**src/rtl/vpnv4_route_attribute_parser_core_assert.svh**
```systemverilog
`ifndef VPNV4_ROUTE_ATTRIBUTE_PARSER_CORE_ASSERT_SVH
`define VPNV4_ROUTE_ATTRIBUTE_PARSER_CORE_ASSERT_SVH
// Property that must hold at every clock edge outside reset.
`define RP_CHK(lbl, prop, msg) \
  lbl: assert property (@(posedge clk) disable iff (!rst_n) (prop)) else $error(msg);
// Condition in one cycle implies a consequence in the next.
`define RP_CHK_NEXT(lbl, cond, prop, msg) \
  lbl: assert property (@(posedge clk) disable iff (!rst_n) (cond) |=> (prop)) else $error(msg);
`endif

```
**src/rtl/rp_pkg.sv**
```systemverilog
package rp_pkg;
  localparam int RP_MAX_ROUTES = 256;
  localparam int RP_QDEPTH = 4;

  localparam logic [2:0] KIND_REACH = 3'd0;
  localparam logic [2:0] KIND_WDRAW = 3'd1;
  localparam logic [2:0] KIND_NHOP = 3'd2;
  localparam logic [2:0] KIND_END_OK = 3'd3;
  localparam logic [2:0] KIND_END_ERR = 3'd4;

  localparam logic [7:0] CODE_REACH = 8'd14;
  localparam logic [7:0] CODE_UNREACH = 8'd15;
  localparam logic [23:0] VPNV4_FAMILY = 24'h000180;

  typedef struct packed {
    logic [2:0]  kind;
    logic [7:0]  idx;
    logic [19:0] label;
    logic [15:0] asn;
    logic [31:0] num;
    logic [5:0]  plen;
    logic [31:0] addr;
  } rp_res_t;

  // Everything one input byte produces: an optional route or next hop and
  // an optional end status.
  typedef struct packed {
    logic    has_main;
    rp_res_t main;
    logic    has_end;
    logic    end_err;
  } rp_ent_t;
endpackage

```
**src/rtl/rp_front.sv**
```systemverilog
module rp_front import rp_pkg::*; #(
  parameter int MAX_ROUTES = RP_MAX_ROUTES
) (
  input  logic       clk,
  input  logic       rst_n,
  input  logic       take,
  input  logic [7:0] data_byte,
  input  logic       end_of_blob,
  output rp_ent_t    ent,
  output logic       push
);
  localparam int CW = $clog2(MAX_ROUTES + 1);

  localparam logic [3:0] PH_FLAGS = 4'd0;
  localparam logic [3:0] PH_CODE = 4'd1;
  localparam logic [3:0] PH_LEN_HI = 4'd2;
  localparam logic [3:0] PH_LEN_LO = 4'd3;
  localparam logic [3:0] PH_SKIP = 4'd4;
  localparam logic [3:0] PH_HDR = 4'd5;
  localparam logic [3:0] PH_NHLEN = 4'd6;
  localparam logic [3:0] PH_NH = 4'd7;
  localparam logic [3:0] PH_SNPA = 4'd8;
  localparam logic [3:0] PH_RLEN = 4'd9;
  localparam logic [3:0] PH_RBODY = 4'd10;
  localparam logic [3:0] PH_DRAIN = 4'd11;

  logic [3:0]    phase_r, phase_nxt;
  logic [7:0]    flags_r, flags_nxt;
  logic [7:0]    code_r, code_nxt;
  logic [15:0]   rem_r, rem_nxt;
  logic [7:0]    fbc_r, fbc_nxt;
  logic [7:0]    rbl_r, rbl_nxt;
  logic [23:0]   lab_r, lab_nxt;
  logic [47:0]   rd_r, rd_nxt;
  logic [31:0]   addr_r, addr_nxt;
  logic [CW-1:0] rcnt_r, rcnt_nxt;
  logic [CW-1:0] wcnt_r, wcnt_nxt;
  logic          err_r, err_nxt;

  logic          is_reach, is_unreach, failed;
  logic [CW-1:0] cnt_sel;
  logic [15:0]   rem_v;
  logic [8:0]    nbytes;
  logic [7:0]    off;

  assign is_reach = (code_r == CODE_REACH);
  assign is_unreach = (code_r == CODE_UNREACH);
  assign cnt_sel = is_reach ? rcnt_r : wcnt_r;
  assign rem_v = {rem_r[15:8], data_byte};
  assign nbytes = ({1'b0, data_byte} + 9'd7) >> 3;
  assign off = fbc_r - 8'd11;

  always_comb begin
    phase_nxt = phase_r;
    flags_nxt = flags_r;
    code_nxt = code_r;
    rem_nxt = rem_r;
    fbc_nxt = fbc_r;
    rbl_nxt = rbl_r;
    lab_nxt = lab_r;
    rd_nxt = rd_r;
    addr_nxt = addr_r;
    rcnt_nxt = rcnt_r;
    wcnt_nxt = wcnt_r;
    err_nxt = err_r;
    failed = 1'b0;
    ent = '0;
    unique case (phase_r)
      PH_FLAGS: begin
        flags_nxt = data_byte;
        phase_nxt = PH_CODE;
      end
      PH_CODE: begin
        code_nxt = data_byte;
        rem_nxt = '0;
        phase_nxt = flags_r[4] ? PH_LEN_HI : PH_LEN_LO;
      end
      PH_LEN_HI: begin
        rem_nxt = {data_byte, 8'h00};
        phase_nxt = PH_LEN_LO;
      end
      PH_LEN_LO: begin
        rem_nxt = rem_v;
        if ((is_reach && rem_v < 16'd4) || (is_unreach && rem_v < 16'd3)) begin
          failed = 1'b1;
        end else if (rem_v == 16'd0) begin
          phase_nxt = PH_FLAGS;
        end else if (is_reach || is_unreach) begin
          phase_nxt = PH_HDR;
          fbc_nxt = '0;
          lab_nxt = '0;
        end else begin
          phase_nxt = PH_SKIP;
        end
      end
      PH_DRAIN: begin
      end
      default: begin
        if (rem_r == 16'd0) begin
          failed = 1'b1;
        end else begin
          unique case (phase_r)
            PH_HDR: begin
              lab_nxt = {lab_r[15:0], data_byte};
              fbc_nxt = fbc_r + 8'd1;
              if (fbc_nxt >= 8'd3) begin
                if (lab_nxt != VPNV4_FAMILY) phase_nxt = PH_SKIP;
                else phase_nxt = is_reach ? PH_NHLEN : PH_RLEN;
              end
            end
            PH_NHLEN: begin
              if ({8'h00, data_byte} > rem_r - 16'd1) begin
                failed = 1'b1;
              end else begin
                rbl_nxt = data_byte;
                fbc_nxt = data_byte;
                addr_nxt = '0;
                phase_nxt = (data_byte != 8'd0) ? PH_NH : PH_SNPA;
              end
            end
            PH_NH: begin
              addr_nxt = {addr_r[23:0], data_byte};
              fbc_nxt = fbc_r - 8'd1;
              if (fbc_nxt == 8'd0) begin
                if (rbl_r == 8'd4) begin
                  ent.has_main = 1'b1;
                  ent.main.kind = KIND_NHOP;
                  ent.main.addr = addr_nxt;
                end
                phase_nxt = PH_SNPA;
              end
            end
            PH_SNPA: phase_nxt = PH_RLEN;
            PH_RLEN: begin
              if (cnt_sel >= CW'(MAX_ROUTES)) begin
                phase_nxt = PH_SKIP;
              end else if (data_byte < 8'd88 || data_byte > 8'd120 ||
                           ({7'd0, nbytes} + 16'd1) > rem_r) begin
                failed = 1'b1;
              end else begin
                rbl_nxt = data_byte;
                fbc_nxt = '0;
                lab_nxt = '0;
                rd_nxt = '0;
                addr_nxt = '0;
                phase_nxt = PH_RBODY;
              end
            end
            PH_RBODY: begin
              if (fbc_r < 8'd3) begin
                lab_nxt = {lab_r[15:0], data_byte};
              end else if (fbc_r < 8'd11) begin
                rd_nxt = {rd_r[39:0], data_byte};
                // Bytes three and four hold the distinguisher type.
                if (fbc_r == 8'd4 && rd_nxt[15:0] != 16'd0) failed = 1'b1;
              end else if (off < 8'd4) begin
                unique case (off[1:0])
                  2'd0: addr_nxt = addr_r | {data_byte, 24'd0};
                  2'd1: addr_nxt = addr_r | {8'd0, data_byte, 16'd0};
                  2'd2: addr_nxt = addr_r | {16'd0, data_byte, 8'd0};
                  default: addr_nxt = addr_r | {24'd0, data_byte};
                endcase
              end
              if (!failed) begin
                fbc_nxt = fbc_r + 8'd1;
                if ({1'b0, fbc_nxt} >= (({1'b0, rbl_r} + 9'd7) >> 3)) begin
                  ent.has_main = 1'b1;
                  ent.main.kind = is_reach ? KIND_REACH : KIND_WDRAW;
                  ent.main.idx = 8'(cnt_sel);
                  ent.main.label = lab_nxt[23:4];
                  ent.main.asn = rd_nxt[47:32];
                  ent.main.num = rd_nxt[31:0];
                  ent.main.plen = 6'(rbl_r - 8'd88);
                  ent.main.addr = addr_nxt;
                  if (is_reach) rcnt_nxt = rcnt_r + CW'(1);
                  else wcnt_nxt = wcnt_r + CW'(1);
                  phase_nxt = PH_RLEN;
                end
              end
            end
            default: begin
            end
          endcase
          if (!failed) begin
            rem_nxt = rem_r - 16'd1;
            if (rem_nxt == 16'd0) begin
              if (phase_nxt == PH_SKIP || phase_nxt == PH_RLEN) phase_nxt = PH_FLAGS;
              else failed = 1'b1;
            end
          end
        end
      end
    endcase
    // A next hop that used up the attribute is still reported before the error.
    if (failed) begin
      err_nxt = 1'b1;
      phase_nxt = PH_DRAIN;
    end
    if (end_of_blob) begin
      ent.has_end = 1'b1;
      ent.end_err = err_nxt || (phase_nxt != PH_FLAGS);
      phase_nxt = PH_FLAGS;
      flags_nxt = '0;
      code_nxt = '0;
      rem_nxt = '0;
      fbc_nxt = '0;
      rbl_nxt = '0;
      lab_nxt = '0;
      rd_nxt = '0;
      addr_nxt = '0;
      rcnt_nxt = '0;
      wcnt_nxt = '0;
      err_nxt = 1'b0;
    end
  end

  assign push = take && (ent.has_main || ent.has_end);

  always_ff @(posedge clk) begin
    if (!rst_n) begin
      phase_r <= PH_FLAGS;
      flags_r <= '0;
      code_r <= '0;
      rem_r <= '0;
      fbc_r <= '0;
      rbl_r <= '0;
      lab_r <= '0;
      rd_r <= '0;
      addr_r <= '0;
      rcnt_r <= '0;
      wcnt_r <= '0;
      err_r <= 1'b0;
    end else if (take) begin
      phase_r <= phase_nxt;
      flags_r <= flags_nxt;
      code_r <= code_nxt;
      rem_r <= rem_nxt;
      fbc_r <= fbc_nxt;
      rbl_r <= rbl_nxt;
      lab_r <= lab_nxt;
      rd_r <= rd_nxt;
      addr_r <= addr_nxt;
      rcnt_r <= rcnt_nxt;
      wcnt_r <= wcnt_nxt;
      err_r <= err_nxt;
    end
  end
endmodule

```
**src/rtl/rp_queue.sv**
```systemverilog
module rp_queue import rp_pkg::*; (
  input  logic    clk,
  input  logic    rst_n,
  input  logic    push,
  input  rp_ent_t wdata,
  input  logic    pop,
  output rp_ent_t head,
  output logic    full,
  output logic    empty
);
  `include "vpnv4_route_attribute_parser_core_assert.svh"

  localparam int AW = $clog2(RP_QDEPTH);

  rp_ent_t      mem [RP_QDEPTH];
  logic [AW-1:0] wp_r, rp_r;
  logic [AW:0]   cnt_r;

  assign full = (cnt_r == (AW + 1)'(RP_QDEPTH));
  assign empty = (cnt_r == '0);
  assign head = mem[rp_r];

  always_ff @(posedge clk) begin
    if (push) mem[wp_r] <= wdata;
  end

  always_ff @(posedge clk) begin
    if (!rst_n) begin
      wp_r <= '0;
      rp_r <= '0;
      cnt_r <= '0;
    end else begin
      if (push) wp_r <= wp_r + AW'(1);
      if (pop) rp_r <= rp_r + AW'(1);
      if (push && !pop) cnt_r <= cnt_r + (AW + 1)'(1);
      else if (pop && !push) cnt_r <= cnt_r - (AW + 1)'(1);
    end
  end

  `RP_CHK(a_no_overflow, !(push && full), "item pushed into full queue")
  `RP_CHK(a_no_underflow, !(pop && empty), "item popped from empty queue")
  `RP_CHK_NEXT(a_cnt_up, push && !pop, cnt_r == $past(cnt_r) + (AW + 1)'(1),
               "queue count did not advance on push")
endmodule

```
**src/rtl/rp_back.sv**
```systemverilog
module rp_back import rp_pkg::*; (
  input  logic        clk,
  input  logic        rst_n,
  input  rp_ent_t     head,
  input  logic        empty,
  output logic        pop,
  output logic        out_valid,
  input  logic        out_ready,
  output logic [2:0]  out_result_kind,
  output logic [7:0]  out_entry_index,
  output logic [19:0] out_mpls_label,
  output logic [15:0] out_rd_asn,
  output logic [31:0] out_rd_number,
  output logic [5:0]  out_prefix_len,
  output logic [31:0] out_address,
  output logic        out_last_result
);
  // Set once the route part of a two-result entry has gone out.
  logic    sub_r;
  logic    show_main;
  rp_res_t r;

  assign show_main = head.has_main && !sub_r;
  assign out_valid = !empty;

  always_comb begin
    r = '0;
    if (show_main) r = head.main;
    else r.kind = head.end_err ? KIND_END_ERR : KIND_END_OK;
  end

  assign out_result_kind = r.kind;
  assign out_entry_index = r.idx;
  assign out_mpls_label = r.label;
  assign out_rd_asn = r.asn;
  assign out_rd_number = r.num;
  assign out_prefix_len = r.plen;
  assign out_address = r.addr;
  assign out_last_result = !(show_main && head.has_end);

  assign pop = out_valid && out_ready && out_last_result;

  always_ff @(posedge clk) begin
    if (!rst_n) begin
      sub_r <= 1'b0;
    end else if (out_valid && out_ready) begin
      sub_r <= !out_last_result;
    end
  end
endmodule

```
**src/rtl/vpnv4_route_attribute_parser_core.sv**
```systemverilog
// A result is registered in the queue and offered from there, behind any results still queued.
// Throughput: one byte per cycle while the queue is not full; the front parse state machine updates once per byte.
// A byte causing a route and an end status gives two results from the back end, the route first.
// A four-entry queue between parser and output lets either side stall alone.
// Reset (rst_n low, synchronous) empties the queue and returns to the flags byte.
module vpnv4_route_attribute_parser_core import rp_pkg::*; #(
  parameter int MAX_ROUTES = RP_MAX_ROUTES
) (
  input  logic        clk,
  input  logic        rst_n,
  input  logic        in_valid,
  output logic        in_ready,
  input  logic [7:0]  in_data_byte,
  input  logic        in_end_of_blob,
  output logic        out_valid,
  input  logic        out_ready,
  output logic [2:0]  out_result_kind,
  output logic [7:0]  out_entry_index,
  output logic [19:0] out_mpls_label,
  output logic [15:0] out_rd_asn,
  output logic [31:0] out_rd_number,
  output logic [5:0]  out_prefix_len,
  output logic [31:0] out_address,
  output logic        out_last_result
);
  rp_ent_t ent, head;
  logic    push, pop, full, empty, take;

  assign in_ready = !full;
  assign take = in_valid && in_ready;

  rp_front #(.MAX_ROUTES(MAX_ROUTES)) u_front (
    .clk(clk), .rst_n(rst_n), .take(take), .data_byte(in_data_byte),
    .end_of_blob(in_end_of_blob), .ent(ent), .push(push)
  );

  rp_queue u_queue (
    .clk(clk), .rst_n(rst_n), .push(push), .wdata(ent), .pop(pop),
    .head(head), .full(full), .empty(empty)
  );

  rp_back u_back (
    .clk(clk), .rst_n(rst_n), .head(head), .empty(empty), .pop(pop),
    .out_valid(out_valid), .out_ready(out_ready),
    .out_result_kind(out_result_kind), .out_entry_index(out_entry_index),
    .out_mpls_label(out_mpls_label), .out_rd_asn(out_rd_asn),
    .out_rd_number(out_rd_number), .out_prefix_len(out_prefix_len),
    .out_address(out_address), .out_last_result(out_last_result)
  );
endmodule
```
**config.mk**
```make
export PLATFORM = sky130hd
export DESIGN_NAME = vpnv4_route_attribute_parser_core
export DESIGN_NICKNAME = d
export VERILOG_FILES = /design/src/rtl/rp_pkg.sv /design/src/rtl/rp_front.sv /design/src/rtl/rp_queue.sv /design/src/rtl/rp_back.sv /design/src/rtl/vpnv4_route_attribute_parser_core.sv
export VERILOG_INCLUDE_DIRS = /design/src /design/src/rtl
export SDC_FILE = /design/constraint.sdc
export NUM_CORES = 1
export LEC_CHECK = 0
export BUFFER_PORTS_ARGS = -buffer_cell sky130_fd_sc_hd__clkbuf_2
export CAP_MARGIN = 5
export CORE_MARGIN = 10
export CORE_UTILIZATION = 51
export CTS_BUF_LIST = sky130_fd_sc_hd__clkbuf_16
export DETAILED_ROUTE_END_ITERATION = 16
export GPL_ROUTABILITY_DRIVEN = 0
export PLACE_DENSITY_LB_ADDON = 0.1
export SLEW_MARGIN = 15
export SYNTH_ARGS = -nofsm -noshare
export SYNTH_HDL_FRONTEND = slang
export SYNTH_HIERARCHICAL = 1
export SYNTH_SLANG_ARGS = --single-unit
```
**constraint.sdc**
```tcl
create_clock -name clk -period 10.24 [get_ports clk]
set_input_delay 0.512 -clock clk [delete_from_list [all_inputs] [get_ports clk]]
set_output_delay 0.512 -clock clk [all_outputs]
set_load 0.01 [all_outputs]
```
==> metrics.csv <==
stage;metric;value;unit
status;status;finished clean;
detailed_routing;routed vias/inst;6.11;
timing;Period minus WS final;5.52;ns
clock_network;# hold bufs at CTS;0;
floorplanning;IO Pins;133;
timing;Max Freq;181;MHz
worst_setup_path;Setup CP Type;reg -> reg;
worst_setup_path;startpoint types;flip-flop;
timing;setup_tns;0;ns
layout;nets@finish;2507;
timing;final hold vios;0;
worst_setup_path;cells along the critical path;and2_1, nand2_1, nor3_2, buf_4, nor2_1, nor2_1, o21a_1, and2_4, buf_4, buf_4;
clock_network;# clock sinks;658;
timing;Final Cycle Share;53.9;%
place;placed insts;3149;
place;DP HPWL;48.2;mm
timing;Max-slew headroom;21.7;%
layout;Layout Utilization;57.2;%
clock_network;CTS Buffer Depth;3;
floorplanning;die footprint;68800;sq um
timing;Final Max Tran Viols;0;
worst_setup_path;Critical Path Most Common Cell;buf_4;
run;total of max-cap violations;0;
floorplanning;area of the core;57900;sq um
detailed_routing;routed len/inst;23.2;um
power;PD cells;214;nW/um^2
synthesis;post-synthesis async set-or-reset flop share;0;%
power;Max rail drop VDD;181;uV
detailed_routing;1st-iter DRT viols;1852;
place;worst slack at placement;4.55;ns
place;I/O Buffers;132;
hold_path;Hold WC Path Type;in -> reg;
synthesis;share of the synthesized area in the top cell type;48.1;%
synthesis;XOR/XNOR Fraction of Synth Area;1.49;%
clock_network;# H-tree levels;3;
synthesis;Post-Synth Adder-Cell Area;1.73;%
place;Placed Area;31000;sq um
timing;post-route setup slack;4.72;ns
worst_setup_path;critical path fanouts, max;49;
synthesis;mapped cell area;30000;sq um
synthesis;area leader, netlist;edfxtp_1;
floorplanning;Die Ht;262;um
synthesis;Synth area leaders;edfxtp_1 (48%), dfxtp_1 (12%), mux4_2 (9.0%);
timing;Final Setup Violations;0;
grt;vias in the first global route;19700;
worst_setup_path;Critical Path End Type;flip-flop;
clock_network;Post-CTS Setup Inserts;0;
synthesis;Gate Count Post-Synth;2397;
layout;fill count;4829;
grt;grt total ovfl;0;
detailed_routing;DRC Markers;0;
synthesis;Avg Inst Size Synth;12.5;sq um
floorplanning;Site Rows;88;
power;Lkg Pwr;11.0;nW
layout;Area Growth Syn to Fin;10.7;%
synthesis;post-synth cell types;86;
floorplanning;chip width;262;um
layout;multi-input logic area;11100;sq um
worst_setup_path;Data required, critical path;10.47;ns
worst_setup_path;crit path DAT;5.74;ns
synthesis;number of flops mapped to enable cells by yosys;480;
synthesis;ys flop type;edfxtp_1;
worst_setup_path;slowest stage delay, CP;0.80;ns
layout;FF+latch area;18000;sq um
synthesis;#FFs+latches synth;658;
synthesis;sequential element share of the synthesized area;60.0;%
floorplanning;Starting Density;51.7;%
grt;Total GRT Usage;21.8;%
timing;RSZ-0062 raised after global routing;no;
layout;final cell count without fillers;3274;
timing;Worst Skew;0.0220;ns
clock_network;Clock transition at path regs;0.06;ns
clock_network;Clk Latency, worst-skew pair;0.61;ns
power;overall power;7.09;mW
layout;layout cell share with drive strength beyond 1;16.8;%
clock_network;CTS tree;done;
timing;Hold Slack;0.225;ns
synthesis;mux cell area share after synthesis;10.0;%
layout;final instance area;33200;sq um
synthesis;largest family of logic cells by synthesized area;simple AND/OR/NAND/NOR gates;
clock_network;CTS resizes;0;
grt;largest net degree at the start of global routing;120;
grt;antenna violations before repair;1;
synthesis;simple-gate share of the synthesized area;13.8;%
grt;first-pass GRT wire length;119;mm
detailed_routing;post-route ant nets;0;
timing;slew of the pin with the lowest slew margin;1.17;ns
synthesis;Synthesis Warnings;6;
clock_network;Num CTS Buffers;68;
detailed_routing;TritonRoute pass-1 iters;7;
worst_setup_path;Worst path slowest cell;dfxtp_1;
synthesis;Synth Area in Compound Gates;9.65;%
detailed_routing;total number of vias;20000;
clock_network;Root Buffer;clkbuf_16;
detailed_routing;drt total wl;76.0;mm
## registers in the layout, indices dropped and copies added, names as in the netlist, 2 cells and up, named ones only
| register | flops |
|---|---|
| u_front/lab_r | 24 |
| u_front/fbc_r | 8 |
| u_queue/cnt_r | 3 |
| u_queue/rp_r | 2 |
| u_queue/mem | 480 |
| u_front/phase_r | 4 |
| u_front/wcnt_r | 9 |
| u_front/addr_r | 32 |
| u_front/rbl_r | 8 |
| u_front/rem_r | 16 |
| u_front/rd_r | 48 |
| u_queue/wp_r | 2 |
| u_front/code_r | 8 |
| u_front/rcnt_r | 9 |
## Yosys cell counts, types with 6 or more instances
cell	count
clkbuf_1	116
nor2_1	250
a22oi_1	120
or3_1	7
nor2b_1	16
and2_1	136
buf_6	23
buf_2	22
and3_1	14
inv_1	25
mux2i_1	29
o32ai_1	7
o21ai_0	39
nor4_1	21
nand3b_1	6
a211oi_1	11
o211ai_1	7
nand4_1	15
xor2_1	22
nand3_1	35
nand2b_1	13
nand2_1	240
a22o_1	7
nor3b_1	7
a21oi_1	161
buf_1	7
mux4_2	120
edfxtp_1	480
a31oi_1	32
dfxtp_1	178
xnor2_1	29
nor3_1	48
ha_1	39
buf_4	7
## area by class of cell
class | count | area share, %
Antenna cell | 1 | 0.00755
Clock buffer | 70 | 5.28
Clock inverter | 54 | 1.15
Inverter | 27 | 0.313
Multi-Input combinational cell | 1537 | 33.4
Sequential cell | 658 | 54.2
Tap cell | 765 | 2.89
Timing Repair Buffer | 162 | 2.71
## path summary, 6_finish.rpt
path	startpoint	to	slack, ns	cells past startpoint
worst min-delay path	out_ready	u_back/sub_r	0.22	3
worst max register to register	u_front/phase_r[0]	u_queue/mem[2][6]	4.72	10
worst max-delay path	u_front/phase_r[0]	u_queue/mem[2][6]	4.72	10
worst min register to register	u_front/err_r	u_front/err_r	0.46	2
## power breakdown
part | internal [mW] | switching (mW) | total [mW]
Combinational | 0.754 | 0.943 | 1.70
Sequential | 2.96 | 0.0784 | 3.04
Clock | 1.35 | 1.00 | 2.35
Total | 5.06 | 2.03 | 7.09
## cell usage in the layout, fill, tap and decap left out, types with 32 or more instances in the layout
cell type / n
edfxtp_1: 480
nor2_1: 250
nand2_1: 240
dfxtp_1: 176
a21oi_1: 161
clkbuf_2: 132
and2_1: 132
a22oi_1: 120
mux4_2: 120
clkbuf_16: 70
nor3_1: 47
inv_1: 42
o21ai_0: 39
ha_1: 39
nand3_1: 34
a31oi_1: 32
## logic make-up (layout without fill, tap and decap cells)
group                    after synthesis  count (layout)
flip-flops                           658             658
AO/OA/AOI/OAI                        445             445
XOR/XNOR                              51              51
adder cells (fa/ha/maj)               41              41
AND/OR/NAND/NOR                      848             848
other                                  1               3
buffers and inverters                203             313
multiplexers                         150             150
## routing by layer
layer / GRT usage [%] / vias up / wire [um]
li1: - / 9086 / -
met1: 28.4 / 10000 / 31400
met2: 36.9 / 733 / 38000
met3: 3.61 / 138 / 4850
met4: 6.47 / 0 / 1810
met5: 0 / - / 0
## critical path, delay by kind of cell (launching register included)
family,cells,cell delay [ns]
buf+inv,3,1.73
flops,1,0.80
compound gates,1,0.36
simple gates,6,2.14
Note: power is estimated with default switching activity, not from simulation.
